--- config.mk ---
export PLATFORM = sky130hd
export DESIGN_NAME = ctww_ctrl
export DESIGN_NICKNAME = d
export VERILOG_FILES = /design/src/rtl/core/ctww_pkg.sv /design/src/rtl/core/ctww_ctrl.sv
export SDC_FILE = /design/constraint.sdc
export NUM_CORES = 1
export LEC_CHECK = 0
export BUFFER_PORTS_ARGS = -buffer_cell sky130_fd_sc_hd__buf_2
export CAP_MARGIN = 20
export CORE_ASPECT_RATIO = 0.75
export CORE_UTILIZATION = 52
export DETAILED_ROUTE_END_ITERATION = 10
export PLACE_DENSITY = 0.82
export SLEW_MARGIN = 20
export SYNTH_ARGS = -nofsm -noshare
export SYNTH_HDL_FRONTEND = slang
export SYNTH_SLANG_ARGS = --single-unit
--- constraint.sdc ---
create_clock -name i_clk -period 2.3 [get_ports i_clk]
set_clock_uncertainty 0.15 [all_clocks]
set_input_delay 0.46 -clock i_clk [delete_from_list [all_inputs] [get_ports i_clk]]
set_output_delay 0.46 -clock i_clk [all_outputs]
set_load 0.005 [all_outputs]
--- src/rtl/core/ctww_pkg.sv ---
// Shared types and constants for the console text wrap writer.
package ctww_pkg;

    // Character codes with special handling.
    localparam logic [7:0] C_NEWLINE = 8'h0A;
    localparam logic [7:0] C_TAB     = 8'h09;
    localparam logic [7:0] C_CR      = 8'h0D;
    localparam logic [7:0] C_SPACE   = 8'h20;
    localparam logic [7:0] C_ZERO    = 8'h00;

    // Tab stops fall on multiples of four columns.
    localparam int TAB_MASK = 3;

    // Controller states.
    typedef enum logic [3:0] {
        S_IDLE,
        S_CLEAR,
        S_DECIDE,
        S_PREV,
        S_READ,
        S_WRAP_NL,
        S_PLACE,
        S_BLANKLINE,
        S_TAB,
        S_EOS,
        S_DONE
    } t_state;

    // Commands from controller to datapath.
    typedef struct packed {
        logic capture;      // latch input item
        logic clr_step;     // write one blank-zero cell during reset sweep
        logic prev_rd;      // read cell left of cursor
        logic cell_rd;      // read addressed cell for a read item
        logic hold_byte;    // append input byte to word buffer
        logic put_in;       // store input byte at cursor
        logic put_space;    // store a blank at cursor
        logic put_word;     // store next held byte at cursor
        logic new_line;     // advance line, column to zero
        logic blank_step;   // write one blank into the new line
        logic cr;           // column to zero
        logic set_result;   // load the output register
    } t_cmd;

    // Status from datapath to controller.
    typedef struct packed {
        logic clr_done;
        logic blank_done;
        logic mode;
        logic in_blank;     // input byte counts as blank
        logic is_nl;
        logic is_tab;
        logic is_cr;
        logic eos;
        logic prev_blank;   // cell left of cursor is blank
        logic col_zero;
        logic held_any;
        logic held_full;
        logic wrap_needed;  // held word must move to a new line first
        logic col_last;     // next put reaches line end
        logic tab_last;     // next blank reaches a tab stop
    } t_status;

endpackage

--- src/rtl/core/ctww_ctrl.sv ---
// Controller state machine that sequences each item through the datapath.
module ctww_ctrl (
    input  logic              i_clk,
    input  logic              i_rst_n,
    input  logic              i_valid,
    output logic              o_stall,
    output logic              o_valid,
    input  logic              i_stall,
    input  ctww_pkg::t_status i_sts,
    output ctww_pkg::t_cmd    o_cmd
);
    import ctww_pkg::*;

    t_state r_state, n_state;
    t_state r_ret, n_ret;       // state to resume after blanking a line
    logic   r_final, n_final;   // placement runs to the end of the word
    logic   r_after, n_after;   // input byte still to be handled after placement
    logic   r_ovalid, n_ovalid;

    always_ff @(posedge i_clk) begin
        if (!i_rst_n) begin
            r_state  <= S_CLEAR;
            r_ret    <= S_IDLE;
            r_final  <= 1'b0;
            r_after  <= 1'b0;
            r_ovalid <= 1'b0;
        end else begin
            r_state  <= n_state;
            r_ret    <= n_ret;
            r_final  <= n_final;
            r_after  <= n_after;
            r_ovalid <= n_ovalid;
        end
    end

    always_comb begin
        n_state  = r_state;
        n_ret    = r_ret;
        n_final  = r_final;
        n_after  = r_after;
        n_ovalid = r_ovalid && i_stall;
        o_cmd    = '0;
        o_stall  = 1'b1;
        case (r_state)
            // Zero the line store after reset.
            S_CLEAR: begin
                if (i_sts.clr_done) n_state = S_IDLE;
                else o_cmd.clr_step = 1'b1;
            end
            S_IDLE: begin
                o_stall = 1'b0;
                if (i_valid) begin
                    o_cmd.capture = 1'b1;
                    n_state = S_DECIDE;
                end
            end
            S_DECIDE: begin
                if (i_sts.mode) begin
                    o_cmd.cell_rd = 1'b1;
                    n_state = S_READ;
                end else if (i_sts.in_blank) begin
                    n_after = 1'b1;
                    if (i_sts.held_any) begin
                        n_final = 1'b1;
                        n_state = i_sts.wrap_needed ? S_WRAP_NL : S_PLACE;
                    end else begin
                        n_state = S_EOS;
                    end
                end else if (i_sts.held_any || i_sts.col_zero) begin
                    o_cmd.hold_byte = 1'b1;
                    n_after = 1'b0;
                    n_state = S_EOS;
                end else begin
                    o_cmd.prev_rd = 1'b1;
                    n_state = S_PREV;
                end
            end
            S_PREV: begin
                n_after = 1'b0;
                if (i_sts.prev_blank) o_cmd.hold_byte = 1'b1;
                else o_cmd.put_in = 1'b1;
                n_state = S_EOS;
                if (!i_sts.prev_blank && i_sts.col_last) begin
                    o_cmd.new_line = 1'b1;
                    n_ret = S_EOS;
                    n_state = S_BLANKLINE;
                end
            end
            // Keep the addressed cell on the read port until the result can load.
            S_READ: begin
                o_cmd.cell_rd = 1'b1;
                if (!r_ovalid || !i_stall) begin
                    o_cmd.set_result = 1'b1;
                    n_state = S_DONE;
                end
            end
            S_WRAP_NL: begin
                o_cmd.new_line = 1'b1;
                n_ret = S_PLACE;
                n_state = S_BLANKLINE;
            end
            // Place held bytes one per cycle, pausing to blank each started line.
            S_PLACE: begin
                if (!i_sts.held_any) begin
                    n_state = S_EOS;
                end else begin
                    o_cmd.put_word = 1'b1;
                    if (i_sts.col_last) begin
                        o_cmd.new_line = 1'b1;
                        n_ret = r_final ? S_PLACE : S_EOS;
                        n_state = S_BLANKLINE;
                    end
                end
            end
            S_BLANKLINE: begin
                o_cmd.blank_step = 1'b1;
                if (i_sts.blank_done) n_state = r_ret;
            end
            // A tab that reaches the line end stops at column zero of the new line.
            S_TAB: begin
                o_cmd.put_space = 1'b1;
                if (i_sts.col_last) begin
                    o_cmd.new_line = 1'b1;
                    n_ret = S_EOS;
                    n_state = S_BLANKLINE;
                end else if (i_sts.tab_last) begin
                    n_state = S_EOS;
                end
            end
            // Handle the blank byte, then full-word and end-of-string checks, then load the result.
            S_EOS: begin
                if (r_after) begin
                    n_after = 1'b0;
                    if (i_sts.is_nl) begin
                        o_cmd.new_line = 1'b1;
                        n_ret = S_EOS;
                        n_state = S_BLANKLINE;
                    end else if (i_sts.is_tab) begin
                        n_state = S_TAB;
                    end else if (i_sts.is_cr) begin
                        o_cmd.cr = 1'b1;
                    end else begin
                        o_cmd.put_in = 1'b1;
                        if (i_sts.col_last) begin
                            o_cmd.new_line = 1'b1;
                            n_ret = S_EOS;
                            n_state = S_BLANKLINE;
                        end
                    end
                end else if (i_sts.held_full) begin
                    n_final = 1'b0;
                    n_state = S_PLACE;
                end else if (i_sts.eos && i_sts.held_any) begin
                    n_final = 1'b1;
                    n_state = i_sts.wrap_needed ? S_WRAP_NL : S_PLACE;
                end else if (!r_ovalid || !i_stall) begin
                    o_cmd.set_result = 1'b1;
                    n_state = S_DONE;
                end
            end
            S_DONE: begin
                n_ovalid = 1'b1;
                n_state  = S_IDLE;
            end
            default: n_state = S_IDLE;
        endcase
    end

    assign o_valid = r_ovalid;

endmodule

==> impl_metrics.json <==
{
  "synthFlopType": "dfxtp_1",
  "die_h_microns": 43.6,
  "dr.pass1.iters": 9,
  "syn_area_per_cell_sq_um": 6.98,
  "htree_levels": 1,
  "synth_top_area_share_pct": 18.4,
  "fillers": 180,
  "timing.rr.start": "r_state[0]",
  "portBuffers": 32,
  "insertion_delay_ns": 0.29,
  "yosys.area.top_type": "dfxtp_1",
  "layout-drive-gt1-share_pct": 33.5,
  "fin_crit_sh_pct": 99.5,
  "start_util_pct": 57.6,
  "status": "finished, violations left",
  "ff2ff_path_depth": 8,
  "dp_cells": 229,
  "cts_buffers": 3,
  "clockRootBuffer": "clkbuf_4",
  "r2r-end": "r_state[0]",
  "first_iter_violations": 124,
  "route.met2.wl_microns": 1820,
  "placed_cell_area_sq_mm": 0.00142,
  "clock-sinks": 11,
  "setup_violations": 0,
  "wl_met3_microns": 516,
  "place_ws_ns": 0.114,
  "fmax_mhz": 437,
  "syn-num-nets": 191,
  "cp-end-kind": "output port",
  "power.density_mw_per_mm2": 329,
  "critical_path_required_ns": 1.69,
  "critical_path.top_delay_family": "compound AO/OA/AOI/OAI gates",
  "cp_slowest_cell": "dfxtp_4",
  "synth_area_sq_mm": 0.00120,
  "grt_pass1_wl_microns": 6640,
  "power.leakage_nw": 0.674,
  "rsz0062_at_grt": "yes",
  "cpPeakStageDelay_ns": 0.38,
  "violations": "design-rule violations",
  "synthTopCellsByCount": "20 x a21oi_1, 18 x nand2_1, 11 x dfxtp_1, 11 x nor2_1, 9 x buf_2",
  "num-nets-final": 232,
  "worst_pin_slew_ns": 0.623,
  "antenna_found_initial": 0,
  "fin_tns_setup_ns": 0,
  "register_area_sq_um": 231,
  "crit_cells": 6,
  "grt_usage_pct": 35.1,
  "avgViaCountPerCell": 6.72,
  "fin_ws_ns": 0.0113,
  "ys_seq_area_share_pct": 18.4,
  "wl_per_cell_microns": 17.6,
  "dieArea_sq_mm": 0.00251,
  "async_reset_ff_share_pct": 0,
  "ir_drop_v": 0.000291,
  "ys_ff_latch": 11,
  "num_io_pins": 33,
  "clk_path_buf_depth": 2,
  "met1Wirelength_microns": 1780,
  "hold_start": "i_sts[3]",
  "core-area_sq_mm": 0.00208,
  "min_path_cells": 2,
  "period_minus_slack_ns": 2.29,
  "first_global_vias": 1419,
  "hold_end": "r_final",
  "rows": 14,
  "dr_total_vias": 1587,
  "hold_viol": 0,
  "drv_cap": 0,
  "globalRouteOverflowTotal": 0,
  "instances_no_fill": 236,
  "highest_layer": "met4",
  "syn_inst": 172,
  "path_cells": "buf_6, and4bb_1, o211a_1, a311oi_2, inv_1, buf_2",
  "hold_path.class": "input pin to flip-flop",
  "stdcell_area_sq_mm": 0.00152,
  "slew_violations": 0,
  "worst-path-max-fanout": 8,
  "drc": 2,
  "gp_congestion": 0.958,
  "slew_headroom_pct": 57.4,
  "cp.buffers_inverters": 3,
  "dpl.hpwl_microns": 3140,
  "num_antenna_cells": 0,
  "synth_area_leaders": "dfxtp_1 18%, a21oi_1 8.3%, nand2_1 5.6%",
  "synth-edff-count": 0,
  "wl_microns": 4170,
  "path_class": "flip-flop to output port",
  "cts_tree": "yes",
  "grt_max_degree": 13,
  "dieWidth_microns": 57.5,
  "yosys_warnings": 0,
  "r2r_slack_ns": 0.10,
  "antenna_left": 0,
  "clk_pin_slew_ns": 0.08,
  "yosys.cell_types.count": 56,
  "crit_path_start_kind": "flip-flop",
  "cp_data_arrival_time_ns": 1.68,
  "power_mw": 0.501,
  "multi_input_area_sq_um": 912,
  "yosys.cell_count.top_type": "a21oi_1",
  "area_growth_pct": 26.8
}
==> kinds of logic (layout without fill, tap and decap cells) <==
family / count (synthesis) / count (layout) / share of synthesized area (%)
simple gates: 77 / 77 / 38.0
compound gates: 62 / 62 / 34.5
buf+inv: 21 / 61 / 8.45
flops: 11 / 11 / 18.4
xor+xnor: 1 / 1 / 0.730
==> layer usage <==
layer  up-vias  global-route usage, %
li1        736                      -
met1       715                   47.7
met2       124                   55.3
met3        12                   10.1
met4         0                   7.80
met5         -                      0
==> worst register-to-register path, stage by stage (launching register included) <==
cell and delay (ns):
dfxtp_2 0.44, buf_4 0.25, nor2b_4 0.07, buf_4 0.15, o211ai_1 0.10, a31oi_1 0.11, a2111oi_0 0.57, buf_4 0.21
o21ai_1 0.05
==> where the power goes <==
group          total, mW  internal (mW)  leakage [nW]  switching (mW)
clock network      0.141         0.0674        0.0150          0.0737
registers          0.206          0.194        0.0915          0.0116
logic              0.154         0.0655         0.567          0.0881
==> metrics by stage <==
stage | util [%] | hold slack [ns]
after floorplan | - | 0.287
after global placement | 68.3 | 0.308
after detailed placement | 68.3 | 0.323
after CTS | 70.8 | 0.261
after global routing | 73.0 | 0.283
final | 73.0 | 0.267
==> sequential cells by signal, indices dropped and copies added (netlist names) <==
| register | cells |
|---|---|
| r_final | 1 |
| r_after | 1 |
| r_ret | 4 |
| o_valid | 1 |
| r_state | 4 |
==> final cells by class <==
type                            instances  share of cell area, %
Clock buffer                            4                   1.73
Multi-Input combinational cell        140                   60.0
Tap cell                               24                   1.97
Inverter                                8                   1.97
Sequential cell                        11                   15.2
Timing Repair Buffer                   49                   19.2
==> placed cells by master (no fill, tap or decap), types with 4 or more instances in the layout <==
cell type and instances:
buf_2 32, a21oi_1 20, nand3_1 7, nor2_1 11, and3_1 5, a31oi_1 5, nand2b_1 4, nand2_1 18
nor2b_1 4, o21ai_0 7, inv_1 7, buf_4 16, dfxtp_1 6
==> repair_timing <==
item                                    4_1_cts  5_1_grt
endpoints found under the setup margin        7        6
setup buffers                                 0        3
hold buffers                                  0        0
resized for setup                             7        7
pin swaps                                     1        2
==> worst max-delay path by stage <==
stage	startpoint	endpoint	slack (ns)
6_report	r_state[3]	o_cmd[3]	0.01
2_1_floorplan	i_sts[1]	o_cmd[3]	0.34
4_1_cts	r_state[2]	o_cmd[3]	0.004
3_3_place_gp	i_sts[1]	r_state[0]	0.1
3_5_place_dp	r_state[2]	o_cmd[7]	0.11
5_1_grt	r_state[0]	o_cmd[0]	-0.06
Power figures use the tool's default switching activity.
